--- config.mk ---
export PLATFORM = sky130hd
export DESIGN_NAME = grid_maze_path_search
export DESIGN_NICKNAME = d
export VERILOG_FILES = /design/src/design/gmps_pkg.sv /design/src/design/gmps_ctrl.sv /design/src/design/gmps_dpath.sv /design/src/design/grid_maze_path_search.sv
export SDC_FILE = /design/constraint.sdc
export NUM_CORES = 1
export LEC_CHECK = 0
export ABC_AREA = 1
export BUFFER_PORTS_ARGS = -buffer_cell sky130_fd_sc_hd__buf_2
export CORE_UTILIZATION = 25
export DETAILED_ROUTE_END_ITERATION = 10
export PLACE_DENSITY_LB_ADDON = 0.15
export SLEW_MARGIN = 20
export SYNTH_ARGS = -nofsm -noshare
export SYNTH_HDL_FRONTEND = slang
export SYNTH_SLANG_ARGS = --single-unit
--- constraint.sdc ---
create_clock -name clk_i -period 4.5 [get_ports clk_i]
set_clock_uncertainty 0.15 [all_clocks]
set_input_delay 0.225 -clock clk_i [delete_from_list [all_inputs] [get_ports clk_i]]
set_output_delay 0.225 -clock clk_i [all_outputs]
set_load 0.1 [all_outputs]
--- src/design/gmps_pkg.sv ---
// ----------------------------------------------------------------------------
// gmps_pkg: shared definitions for the grid maze path search
// Field widths, direction and register codes, controller states and the
// command and status bundles between controller and datapath.
// ----------------------------------------------------------------------------
package gmps_pkg;

  localparam int unsigned MaxDimDef = 8;
  localparam int unsigned CoordW    = 3;
  localparam int unsigned DimW      = 4;
  localparam int unsigned DirW      = 3;
  localparam int unsigned CfgIdxW   = 1;

  localparam logic [DimW-1:0] DimReset = 4'd8;

  localparam logic [DirW-1:0] DirDown  = 3'd0;
  localparam logic [DirW-1:0] DirRight = 3'd1;
  localparam logic [DirW-1:0] DirUp    = 3'd2;
  localparam logic [DirW-1:0] DirLeft  = 3'd3;
  localparam logic [DirW-1:0] DirDone  = 3'd4;

  localparam logic KindLoad   = 1'b0;
  localparam logic KindSearch = 1'b1;

  localparam logic [CfgIdxW-1:0] CfgRowCount = 1'b0;
  localparam logic [CfgIdxW-1:0] CfgColCount = 1'b1;

  typedef enum logic [3:0] {
    S_IDLE,
    S_START_CHK,
    S_STEP,
    S_CHECK,
    S_POP_WAIT,
    S_EMIT_TOP,
    S_EMIT_STACK,
    S_NOT_FOUND,
    S_SAME
  } gmps_state_e;

  typedef struct packed {
    logic load_cell;
    logic search_start;
    logic step;
    logic push;
    logic pop;
    logic pop_load;
    logic emit_top;
    logic emit_stack;
    logic emit_none;
    logic emit_same;
  } gmps_cmd_t;

  typedef struct packed {
    logic start_is_goal;
    logic nbr_is_goal;
    logic can_enter;
    logic dir_done;
    logic depth_one;
    logic out_free;
  } gmps_stat_t;

endpackage

--- src/design/gmps_ctrl.sv ---
// ----------------------------------------------------------------------------
// gmps_ctrl: search sequencer
// State machine that steps the depth-first walk, backtracks and drives the
// path words out through the datapath.
// ----------------------------------------------------------------------------
module gmps_ctrl (
  input  logic                clk_i,
  input  logic                rst_ni,
  input  logic                in_valid_i,
  input  logic                in_kind_i,
  input  gmps_pkg::gmps_stat_t stat_i,
  output logic                in_stall_o,
  output gmps_pkg::gmps_cmd_t cmd_o
);
  import gmps_pkg::*;

  gmps_state_e state_q, state_d;

  always_ff @(posedge clk_i or negedge rst_ni) begin
    if (!rst_ni) begin
      state_q <= S_IDLE;
    end else begin
      state_q <= state_d;
    end
  end

  always_comb begin
    state_d    = state_q;
    cmd_o      = '0;
    in_stall_o = 1'b1;
    case (state_q)
      S_IDLE: begin
        in_stall_o = 1'b0;
        if (in_valid_i) begin
          if (in_kind_i == KindSearch) begin
            cmd_o.search_start = 1'b1;
            state_d = stat_i.start_is_goal ? S_SAME : S_START_CHK;
          end else begin
            cmd_o.load_cell = 1'b1;
          end
        end
      end
      S_START_CHK: begin
        if (stat_i.can_enter) begin
          cmd_o.push = 1'b1;
          state_d = S_STEP;
        end else begin
          state_d = S_NOT_FOUND;
        end
      end
      S_STEP: begin
        if (stat_i.dir_done) begin
          if (stat_i.depth_one) begin
            state_d = S_NOT_FOUND;
          end else begin
            cmd_o.pop = 1'b1;
            state_d = S_POP_WAIT;
          end
        end else begin
          cmd_o.step = 1'b1;
          state_d = stat_i.nbr_is_goal ? S_EMIT_TOP : S_CHECK;
        end
      end
      S_CHECK: begin
        cmd_o.push = stat_i.can_enter;
        state_d = S_STEP;
      end
      S_POP_WAIT: begin
        cmd_o.pop_load = 1'b1;
        state_d = S_STEP;
      end
      S_EMIT_TOP: begin
        if (stat_i.out_free) begin
          cmd_o.emit_top = 1'b1;
          state_d = stat_i.depth_one ? S_IDLE : S_EMIT_STACK;
        end
      end
      S_EMIT_STACK: begin
        if (stat_i.out_free) begin
          cmd_o.emit_stack = 1'b1;
          if (stat_i.depth_one) begin
            state_d = S_IDLE;
          end
        end
      end
      S_NOT_FOUND: begin
        if (stat_i.out_free) begin
          cmd_o.emit_none = 1'b1;
          state_d = S_IDLE;
        end
      end
      S_SAME: begin
        if (stat_i.out_free) begin
          cmd_o.emit_same = 1'b1;
          state_d = S_IDLE;
        end
      end
      default: begin
        state_d = S_IDLE;
      end
    endcase
  end

endmodule

--- src/design/gmps_dpath.sv ---
// ----------------------------------------------------------------------------
// gmps_dpath: search datapath
// Maze memory, visited marks, search stack memory, top-of-stack registers,
// neighbour generation and the output word register.
// ----------------------------------------------------------------------------
module gmps_dpath #(
  parameter int unsigned MAX_DIM = gmps_pkg::MaxDimDef
) (
  input  logic                          clk_i,
  input  logic                          rst_ni,
  input  logic                          cfg_we_i,
  input  logic [gmps_pkg::CfgIdxW-1:0]  cfg_idx_i,
  input  logic [gmps_pkg::DimW-1:0]     cfg_data_i,
  input  logic [gmps_pkg::CoordW-1:0]   in_row_i,
  input  logic [gmps_pkg::CoordW-1:0]   in_col_i,
  input  logic                          in_cell_open_i,
  input  logic [gmps_pkg::CoordW-1:0]   in_goal_row_i,
  input  logic [gmps_pkg::CoordW-1:0]   in_goal_col_i,
  input  gmps_pkg::gmps_cmd_t           cmd_i,
  output gmps_pkg::gmps_stat_t          stat_o,
  input  logic                          out_stall_i,
  output logic                          out_valid_o,
  output logic                          out_found_o,
  output logic                          out_has_cell_o,
  output logic [gmps_pkg::CoordW-1:0]   out_cell_row_o,
  output logic [gmps_pkg::CoordW-1:0]   out_cell_col_o,
  output logic                          out_last_o
);
  import gmps_pkg::*;

  localparam int unsigned Cells  = MAX_DIM * MAX_DIM;
  localparam int unsigned IdxW   = $clog2(Cells);
  localparam int unsigned DepthW = $clog2(Cells + 1);
  localparam int unsigned EntryW = 2 * CoordW + DirW;
  localparam logic [DimW-1:0] MaxDimV = DimW'(MAX_DIM);

  function automatic logic [IdxW-1:0] cell_idx(logic [DimW-1:0] r, logic [DimW-1:0] c);
    logic [7:0] full;
    full = 8'(r) * 8'(MAX_DIM) + 8'(c);
    return full[IdxW-1:0];
  endfunction

  logic [DimW-1:0]   row_count_q, col_count_q;
  logic [CoordW-1:0] goal_r_q, goal_c_q;
  logic [CoordW-1:0] top_r_q, top_c_q;
  logic [DirW-1:0]   top_dir_q;
  logic [DimW-1:0]   nbr_r_q, nbr_c_q;
  logic [DepthW-1:0] depth_q;
  logic [Cells-1:0]  visited_q;
  logic              maze_q [Cells];
  logic              maze_rd_q;
  logic [EntryW-1:0] stack_q [Cells];
  logic [EntryW-1:0] stack_rd_q;
  logic              out_valid_q, out_found_q, out_has_cell_q, out_last_q;
  logic [CoordW-1:0] out_row_q, out_col_q;

  logic [DimW-1:0]   eff_rows, eff_cols;
  logic [DimW-1:0]   step_r, step_c;
  logic [DimW-1:0]   in_r4, in_c4;
  logic [IdxW-1:0]   maze_rd_idx, nbr_idx;
  logic              maze_rd_en, load_ok, stack_rd_en, out_load, emit_any;
  logic [DepthW-1:0] depth_m1, depth_m2;

  assign eff_rows = (row_count_q > MaxDimV) ? MaxDimV : row_count_q;
  assign eff_cols = (col_count_q > MaxDimV) ? MaxDimV : col_count_q;
  assign in_r4    = {1'b0, in_row_i};
  assign in_c4    = {1'b0, in_col_i};

  always_comb begin
    step_r = {1'b0, top_r_q};
    step_c = {1'b0, top_c_q};
    case (top_dir_q)
      DirDown:  step_r = {1'b0, top_r_q} + 4'd1;
      DirRight: step_c = {1'b0, top_c_q} + 4'd1;
      DirUp:    step_r = {1'b0, top_r_q} - 4'd1;
      DirLeft:  step_c = {1'b0, top_c_q} - 4'd1;
      default: ;
    endcase
  end

  assign maze_rd_en  = cmd_i.search_start | cmd_i.step;
  assign maze_rd_idx = cmd_i.search_start ? cell_idx(in_r4, in_c4) : cell_idx(step_r, step_c);
  assign nbr_idx     = cell_idx(nbr_r_q, nbr_c_q);
  assign load_ok     = cmd_i.load_cell && (in_r4 < MaxDimV) && (in_c4 < MaxDimV);
  assign depth_m1    = depth_q - DepthW'(1);
  assign depth_m2    = depth_q - DepthW'(2);
  assign emit_any    = cmd_i.emit_top | cmd_i.emit_stack;
  assign stack_rd_en = cmd_i.pop | (emit_any & ~stat_o.depth_one);
  assign out_load    = emit_any | cmd_i.emit_none | cmd_i.emit_same;

  assign stat_o.start_is_goal = (in_row_i == in_goal_row_i) && (in_col_i == in_goal_col_i);
  assign stat_o.nbr_is_goal   = (step_r == {1'b0, goal_r_q}) && (step_c == {1'b0, goal_c_q});
  assign stat_o.can_enter     = (nbr_r_q < eff_rows) && (nbr_c_q < eff_cols) && maze_rd_q
                                && !visited_q[nbr_idx];
  assign stat_o.dir_done      = (top_dir_q == DirDone);
  assign stat_o.depth_one     = (depth_q == DepthW'(1));
  assign stat_o.out_free      = !out_valid_q || !out_stall_i;

  always_ff @(posedge clk_i) begin
    if (load_ok) begin
      maze_q[cell_idx(in_r4, in_c4)] <= in_cell_open_i;
    end
    if (maze_rd_en) begin
      maze_rd_q <= maze_q[maze_rd_idx];
    end
  end

  always_ff @(posedge clk_i) begin
    if (cmd_i.push && (depth_q != '0)) begin
      stack_q[depth_m1[IdxW-1:0]] <= {top_r_q, top_c_q, top_dir_q};
    end
    if (stack_rd_en) begin
      stack_rd_q <= stack_q[depth_m2[IdxW-1:0]];
    end
  end

  always_ff @(posedge clk_i) begin
    if (cmd_i.search_start) begin
      goal_r_q <= in_goal_row_i;
      goal_c_q <= in_goal_col_i;
      nbr_r_q  <= in_r4;
      nbr_c_q  <= in_c4;
    end
    if (cmd_i.step) begin
      nbr_r_q   <= step_r;
      nbr_c_q   <= step_c;
      top_dir_q <= top_dir_q + DirW'(1);
    end
    if (cmd_i.push) begin
      top_r_q   <= nbr_r_q[CoordW-1:0];
      top_c_q   <= nbr_c_q[CoordW-1:0];
      top_dir_q <= DirDown;
    end
    if (cmd_i.pop_load) begin
      {top_r_q, top_c_q, top_dir_q} <= stack_rd_q;
    end
    if (cmd_i.emit_top) begin
      out_found_q    <= 1'b1;
      out_has_cell_q <= 1'b1;
      out_row_q      <= top_r_q;
      out_col_q      <= top_c_q;
      out_last_q     <= stat_o.depth_one;
    end
    if (cmd_i.emit_stack) begin
      out_found_q    <= 1'b1;
      out_has_cell_q <= 1'b1;
      out_row_q      <= stack_rd_q[EntryW-1 -: CoordW];
      out_col_q      <= stack_rd_q[DirW +: CoordW];
      out_last_q     <= stat_o.depth_one;
    end
    if (cmd_i.emit_none || cmd_i.emit_same) begin
      out_found_q    <= cmd_i.emit_same;
      out_has_cell_q <= 1'b0;
      out_row_q      <= '0;
      out_col_q      <= '0;
      out_last_q     <= 1'b1;
    end
  end

  always_ff @(posedge clk_i or negedge rst_ni) begin
    if (!rst_ni) begin
      row_count_q <= DimReset;
      col_count_q <= DimReset;
      depth_q     <= '0;
      visited_q   <= '0;
      out_valid_q <= 1'b0;
    end else begin
      if (cfg_we_i) begin
        case (cfg_idx_i)
          CfgRowCount: row_count_q <= cfg_data_i;
          CfgColCount: col_count_q <= cfg_data_i;
          default: ;
        endcase
      end
      if (cmd_i.search_start) begin
        depth_q   <= '0;
        visited_q <= '0;
      end
      if (cmd_i.push) begin
        depth_q            <= depth_q + DepthW'(1);
        visited_q[nbr_idx] <= 1'b1;
      end
      if (cmd_i.pop || (emit_any && !stat_o.depth_one)) begin
        depth_q <= depth_m1;
      end
      if (out_load) begin
        out_valid_q <= 1'b1;
      end else if (!out_stall_i) begin
        out_valid_q <= 1'b0;
      end
    end
  end

  assign out_valid_o    = out_valid_q;
  assign out_found_o    = out_found_q;
  assign out_has_cell_o = out_has_cell_q;
  assign out_cell_row_o = out_row_q;
  assign out_cell_col_o = out_col_q;
  assign out_last_o     = out_last_q;

  a_depth_bound: assert property (@(posedge clk_i) disable iff (!rst_ni)
    depth_q <= DepthW'(Cells))
    else $error("stack depth beyond cell count");

  a_push_marks: assert property (@(posedge clk_i) disable iff (!rst_ni)
    cmd_i.push |=> visited_q[$past(nbr_idx)])
    else $error("entered cell not marked visited");

  a_pop_nonempty: assert property (@(posedge clk_i) disable iff (!rst_ni)
    cmd_i.pop |-> depth_q > DepthW'(1))
    else $error("pop below stack bottom");

  a_cell_found: assert property (@(posedge clk_i) disable iff (!rst_ni)
    (out_valid_q && out_has_cell_q) |-> out_found_q)
    else $error("path word without found flag");

endmodule

--- src/design/grid_maze_path_search.sv ---
// ----------------------------------------------------------------------------
// grid_maze_path_search: depth-first maze solver
// Holds a grid of open and wall cells, walks it depth first from a start
// cell and returns the path from the goal's predecessor back to the start.
//
//   channel  dir  handshake              words
//   in       in   in_valid_i/in_stall_o  cell load or search request
//   out      out  out_valid_o/out_stall_i one path cell, or a single status word
//   cfg      in   cfg_we_i               row_count (0), col_count (1)
//
// Cell loads may follow back to back.
// A search tries each neighbour by a maze memory read and then a check, and
// backtracks by a stack memory read; then it sends the path words out.
// Reset clears the controller, stack depth, visited marks and output valid flag,
// and sets both counts to 8. A stalled output word holds; emitting waits until the output slot frees.
// ----------------------------------------------------------------------------
module grid_maze_path_search #(
  parameter int unsigned MAX_DIM = gmps_pkg::MaxDimDef
) (
  input  logic                          clk_i,
  input  logic                          rst_ni,
  input  logic                          cfg_we_i,
  input  logic [gmps_pkg::CfgIdxW-1:0]  cfg_idx_i,
  input  logic [gmps_pkg::DimW-1:0]     cfg_data_i,
  input  logic                          in_valid_i,
  output logic                          in_stall_o,
  input  logic                          in_kind_i,
  input  logic [gmps_pkg::CoordW-1:0]   in_row_i,
  input  logic [gmps_pkg::CoordW-1:0]   in_col_i,
  input  logic                          in_cell_open_i,
  input  logic [gmps_pkg::CoordW-1:0]   in_goal_row_i,
  input  logic [gmps_pkg::CoordW-1:0]   in_goal_col_i,
  output logic                          out_valid_o,
  input  logic                          out_stall_i,
  output logic                          out_found_o,
  output logic                          out_has_cell_o,
  output logic [gmps_pkg::CoordW-1:0]   out_cell_row_o,
  output logic [gmps_pkg::CoordW-1:0]   out_cell_col_o,
  output logic                          out_last_o
);
  import gmps_pkg::*;

  gmps_cmd_t  cmd;
  gmps_stat_t stat;

  gmps_ctrl u_ctrl (
    .clk_i      (clk_i),
    .rst_ni     (rst_ni),
    .in_valid_i (in_valid_i),
    .in_kind_i  (in_kind_i),
    .stat_i     (stat),
    .in_stall_o (in_stall_o),
    .cmd_o      (cmd)
  );

  gmps_dpath #(
    .MAX_DIM (MAX_DIM)
  ) u_dpath (
    .clk_i          (clk_i),
    .rst_ni         (rst_ni),
    .cfg_we_i       (cfg_we_i),
    .cfg_idx_i      (cfg_idx_i),
    .cfg_data_i     (cfg_data_i),
    .in_row_i       (in_row_i),
    .in_col_i       (in_col_i),
    .in_cell_open_i (in_cell_open_i),
    .in_goal_row_i  (in_goal_row_i),
    .in_goal_col_i  (in_goal_col_i),
    .cmd_i          (cmd),
    .stat_o         (stat),
    .out_stall_i    (out_stall_i),
    .out_valid_o    (out_valid_o),
    .out_found_o    (out_found_o),
    .out_has_cell_o (out_has_cell_o),
    .out_cell_row_o (out_cell_row_o),
    .out_cell_col_o (out_cell_col_o),
    .out_last_o     (out_last_o)
  );

endmodule

==> results.toml, run 1 <==
[status]
run_status = "finished clean"

[timing]
timing.hold.ws_ns = 0.0403
period_needed_ns = 4.05
finalMaxSlewViolations = 0
setup_viol = 0
relSlewSlack_pct = 28.1
setup_tns_ns = 0
fin_crit_sh_pct = 90.0
worstMarginPinSlew_ns = 1.08
final_hold_viol_count = 0
rsz0062_at_grt = "no"
max_freq_ghz = 0.247

[worst_setup_path]
timing.rr.start = "u_dpath.nbr_c_q[3]"
endpoint_kind = "flip-flop"
critPathLaunchType = "flip-flop"
cp_max_fo = 9
critical_path_arrival_ns = 4.21
reg2reg_depth = 12
path_class = "reg -> reg"
r2r_slack_ns = 0.45
r2r_end = "u_dpath.stack_q[14][2]"
required_ns = 4.67

[clocking]
clock_latency_ns = 0.68
cts_tree = "built"
cts-root-buf = "clkbuf_16"
cts_buffer_depth = 3
cts_max_level = 3
cts_setup_buffers = 0
cts.clk_slew.worst_paths_ns = 0.06
cts.sink_count = 766
numCtsBuffers = 89

[cells_and_area]
num-nets-final = 3105
drive_above_1_share_pct = 9.60
instances_no_fill = 4866
seqCellArea_mm2 = 0.0225
utilization_pct = 29.7
fill_cells = 13600
area_delta_synth_final_pct = 17.2
multi_input_area_mm2 = 0.00911
antenna_cells = 0
final_area_mm2 = 0.0386

[floorplan]
rows = 132
die_width_um = 365
dieArea_mm2 = 0.133
die_h_um = 365
initial_core_util_pct = 25.3
core_mm2 = 0.130
boundaryPins = 35

[global_route]
grt_max_degree = 203
antenna_found_initial = 1
globalRouteOverflowTotal = 0
grt_pass1_vias = 22900
track_usage_pct = 16.0
grt_first_pass_wirelength_mm = 157

[pwr]
pwr-share-clk_pct = 27.3
power_frac_seq_pct = 34.0
leakage_uw = 0.0135
power.density_mw_per_mm2 = 689
peakVddDrop_mv = 0.591
intPower_uw = 15500
combinationalPowerShare_pct = 38.7
switching_share_pct = 41.9
p_sw_uw = 11100

[placed_design]
post_dp_cell_area_mm2 = 0.0355
dp_cells = 4683
io_buffers = 34
place_hpwl_mm = 64.8
place_congestion = 0.809

[synth]
yosys_warnings = 0
netlist_top_cells_area = "edfxtp_1, o21ai_0, dfrtp_1, nor2_1, nand2_1"
async_flop_share_pct = 11.0
synth.net_count = 3017
yosysSeqAreaShare_pct = 68.2
ys_types = 43
ys_seq_elements = 766
synthMostInstantiatedCell = "edfxtp_1"
syn_area_per_cell_um2 = 11.1
synth_area_mm2 = 0.0330
synth_ff_type = "edfxtp_1"
synthTopCellsByCount = "edfxtp_1, nor2_1, nand2_1, o21ai_0, nand3_1"
yosysTopAreaCell = "edfxtp_1"
syn_inst = 2968
synth_edf_count = 674
synth_top_area_share_pct = 61.4

[drt]
first_pass_iters = 7
wirelength_mm = 107
drt_iter0_drc = 1826
vias = 22900
drt.antenna.violating_nets = 0
viasPerCell = 4.70
drc = 0
wl_per_cell_um = 21.9

[worst_hold_path]
hold_path.class = "in -> async"

[job]
cap_violations = 0
critical path: stages (launching register included):
cell	delay (ns)
edfxtp_1	0.41
ha_1	0.22
ha_1	0.39
inv_1	0.12
nand2_1	0.14
nor2_2	0.11
nand2_1	0.09
nand2_1	0.06
nor2_1	0.17
nand3_1	0.23
nor2_4	0.41
nand4_4	0.39
nor2_1	0.76
timing repair:
| action | in CTS | in global routing |
|---|---|---|
| hold endpoints to repair | 80 | 64 |
| gates resized for setup | 0 | 0 |
| setup endpoints to repair | 0 | 0 |
| hold buffers | 23 | 1 |
cells by family (layout without fill, tap and decap cells):
logic type,after synthesis,after routing,share of synthesized area (%)
AO/OA/AOI/OAI,657,657,11.6
XOR/XNOR,18,18,0.501
adder cells (fa/ha/maj),25,25,0.948
buffers and inverters,354,510,4.23
flip-flops,766,766,68.2
AND/OR/NAND/NOR,1148,1148,14.5
metrics by stage:
step	power [uW]	setup WS, ns
floorplan	15300	0.980
global placement	19700	0.430
detailed placement	19600	0.425
CTS	27000	0.421
global route	28100	0.138
finish	26600	0.451
worst max path at each step:
stage,startpoint,end,depth (start not counted)
floorplan,u_dpath.top_dir_q[2],u_dpath.maze_rd_q,18
global placement,u_dpath.nbr_c_q[3],u_dpath.stack_q[46][4],12
detailed placement,u_dpath.nbr_c_q[3],u_dpath.stack_q[46][4],12
CTS,u_dpath.nbr_c_q[3],u_dpath.stack_q[46][5],12
global route,u_dpath.nbr_c_q[3],u_dpath.stack_q[46][1],12
finish,u_dpath.nbr_c_q[3],u_dpath.stack_q[14][2],12
layer usage:
metal  part of all wire [%]  vias to the layer above  GRT usage [%]
met5                      0                        -              0
met4                    2.7                        0           4.98
met3                    3.7                      156           2.32
met2                     47                      493           25.7
met1                     47                    11500           22.0
li1                       -                    10800              -
state kept, by name, indices dropped and copies added, names as in the netlist, 4 cells and up:
register             flops
u_dpath.nbr_r_q          4
u_dpath.maze_q          64
u_dpath.visited_q       64
u_dpath.nbr_c_q          4
u_ctrl.state_q           4
u_dpath.stack_rd_q       9
u_dpath.col_count_q      4
u_dpath.depth_q          7
u_dpath.row_count_q      4
u_dpath.stack_q        576
power by group through the flow:
| stage | clock network, uW | registers [uW] | logic, uW |
|---|---|---|---|
| 6_report | 7260 | 9050 | 10300 |
| 5_1_grt | 7720 | 9090 | 11300 |
| 4_1_cts | 7470 | 9050 | 10400 |
| 3_5_place_dp | 0 | 9200 | 10400 |
| 3_3_place_gp | 0 | 9200 | 10500 |
| 2_1_floorplan | 0 | 9610 | 5680 |
cell usage in the layout, fill, tap and decap left out, drive strengths merged, types with 71 or more instances in the layout:
master and instances:
o221ai 71, edfxtp 674, buf 141, o21ai 426
nor2 473, inv 183, nand2 428, nand3 205
o22ai 81, clkbuf 113, dfrtp 82
area by class of cell:
type	count	share of cell area (%)
clock buffer	113	6.27
tap	1742	5.64
timing repair buffer	165	3.22
multi-input combinational	1848	23.6
inverter	186	1.84
clock inverter	46	1.22
sequential	766	58.2
Power figures use the tool's default switching activity.
==> run 2, diff against run 1 <==
--- a/config.mk
+++ b/config.mk
@@ -10,6 +10,7 @@
 export CORE_UTILIZATION = 25
 export DETAILED_ROUTE_END_ITERATION = 10
 export PLACE_DENSITY_LB_ADDON = 0.15
+export REMOVE_ABC_BUFFERS = 1
 export SLEW_MARGIN = 20
 export SYNTH_ARGS = -nofsm -noshare
 export SYNTH_HDL_FRONTEND = slang
==> run 2 against run 1 <==
  * Power grew 1.1%
  * Cell area shrank 0.23%
  * First-iteration DRC count grew 21%
  * Combinational power is essentially flat
  * Sequential power is essentially flat
  * Critical endpoint is now u_dpath.stack_q[14][8]
  * Largest cell class unchanged
==> results.toml, run 2 (same netlist as run 1, synthesis figures left out) <==
[timing]
rsz0062_at_grt = "no"
worstMarginPinSlew_ns = 1.03
final_hold_viol_count = 0
finalMaxSlewViolations = 0
setup_viol = 0
relSlewSlack_pct = 31.2
setup_tns_ns = 0
fin_crit_sh_pct = 92.9
max_freq_ghz = 0.239
period_needed_ns = 4.18

[cells_and_area]
fill_cells = 13500
largest_reg_flops = 576
area_delta_synth_final_pct = 16.9
utilization_pct = 29.6
final_common_cell = "edfxtp_1"
seqCellArea_mm2 = 0.0225
num-nets-final = 3061
drive_above_1_share_pct = 8.72
multi_input_area_mm2 = 0.00913
final_cell_mix = "edfxtp_1, nor2_1, nand2_1"
final_area_mm2 = 0.0386

[floorplan]
initial_core_util_pct = 25.3
rows = 132
die_width_um = 365
boundaryPins = 35
die_h_um = 365
dieArea_mm2 = 0.133
core_mm2 = 0.130

[placed_design]
place_congestion = 0.792
post_dp_cell_area_mm2 = 0.0352
io_buffers = 34
place_hpwl_mm = 64.0

[worst_setup_path]
critPathLaunchType = "flip-flop"
endpoint = "u_dpath.stack_q[14][8]"
required_ns = 4.70
critical_path_arrival_ns = 4.38
endpoint_kind = "flip-flop"
cp_max_fo = 10
r2r_end = "u_dpath.stack_q[14][8]"
reg2reg_depth = 12
worstSetupStartpoint = "u_dpath.nbr_r_q[0]"
path_class = "reg -> reg"
r2r_slack_ns = 0.32
timing.rr.start = "u_dpath.nbr_r_q[0]"

[pwr]
peakVddDrop_mv = 0.424
power.density_mw_per_mm2 = 698
leakage_uw = 0.0133
pwr-share-clk_pct = 28.2
switching_share_pct = 41.8
combinationalPowerShare_pct = 38.1
power_frac_seq_pct = 33.7
intPower_uw = 15700
p_sw_uw = 11200

[clocking]
cts.sink_count = 766
cts-root-buf = "clkbuf_16"
cts_tree = "built"
cts_buffer_depth = 3
clock_latency_ns = 0.71
cts_max_level = 3
cts.clk_slew.worst_paths_ns = 0.06
cts_setup_buffers = 0
numCtsBuffers = 90

[drt]
wirelength_mm = 105
wl_per_cell_um = 21.8
viasPerCell = 4.66
drc = 0
vias = 22500
first_pass_iters = 5
drt.antenna.violating_nets = 0
drt_iter0_drc = 2201

[global_route]
grt_first_pass_wirelength_mm = 153
globalRouteOverflowTotal = 0
antenna_found_initial = 1
grt_max_degree = 147
grt_pass1_vias = 22200
track_usage_pct = 15.6

[job]
cap_violations = 0

[worst_hold_path]
hold_path.class = "in -> reg"

[status]
run_status = "finished clean"
==> run 2: power groups by stage <==
stage          clock network [uW]  logic, uW  registers (uW)
6_report                     7580      10300            9080
5_1_grt                      8040      11200            9120
4_1_cts                      7780      10400            9080
3_5_place_dp                    0      10400            9220
3_3_place_gp                    0      10500            9230
2_1_floorplan                   0       5100            9940
==> run 2: metrics by stage <==
stage                     worst slack (ns)  power, uW  hold WS (ns)  cells
after floorplan                      -8.58      15000        -0.221   2800
after global placement               0.336      19700         0.181   4638
after detailed placement             0.262      19600         0.174   4638
after CTS                            0.231      27200       0.00634   4826
after global routing               0.00384      28300        0.0721   4827
final                                0.319      26900        0.0386   4828
==> run 2: worst min path at each step <==
stage,startpoint,to,slack (ns),cells past startpoint
after floorplan,rst_ni,u_ctrl.state_q[0],-0.22,0
after global placement,rst_ni,u_dpath.visited_q[5],0.18,1
final,in_row_i[1],u_dpath.nbr_r_q[1],0.04,3
after global routing,in_row_i[1],u_ctrl.state_q[3],0.07,5
after detailed placement,rst_ni,u_dpath.visited_q[20],0.17,1
after CTS,in_row_i[1],u_ctrl.state_q[3],0.006,5
==> run 2: critical path: stages (launching register included) <==
cell	delay (ns)
edfxtp_1	0.42
ha_1	0.21
ha_1	0.18
or2_2	0.28
nand2_2	0.18
nor3_2	0.13
o21ai_1	0.15
nand2_1	0.07
nor2_1	0.14
nand3_1	0.23
nor2_4	0.45
nand4_4	0.50
nor2_1	0.72
==> run 2: cell type report <==
type | count | area share, %
flip-flops and latches | 766 | 58.4
multi-input cells | 1848 | 23.7
clock buffers | 108 | 6.10
well taps | 1742 | 5.65
repair buffers | 120 | 2.49
clock inverters | 57 | 1.85
inverters | 186 | 1.84
diodes | 1 | 0.00649
==> run 2: metal layers <==
metal  track usage (%)  vias up  part of all wire, %
li1                  -    10700                    -
met1              21.4    11200                   46
met2              25.3      509                   47
met3              2.31      147                  4.3
met4              5.21        0                  2.5
met5                 0        -                    0
==> run 2: repair_timing <==
action,in CTS,in global routing
gates resized for setup,0,6
endpoints found under the hold margin,72,64
setup endpoints to repair,0,41
hold buffers,23,1
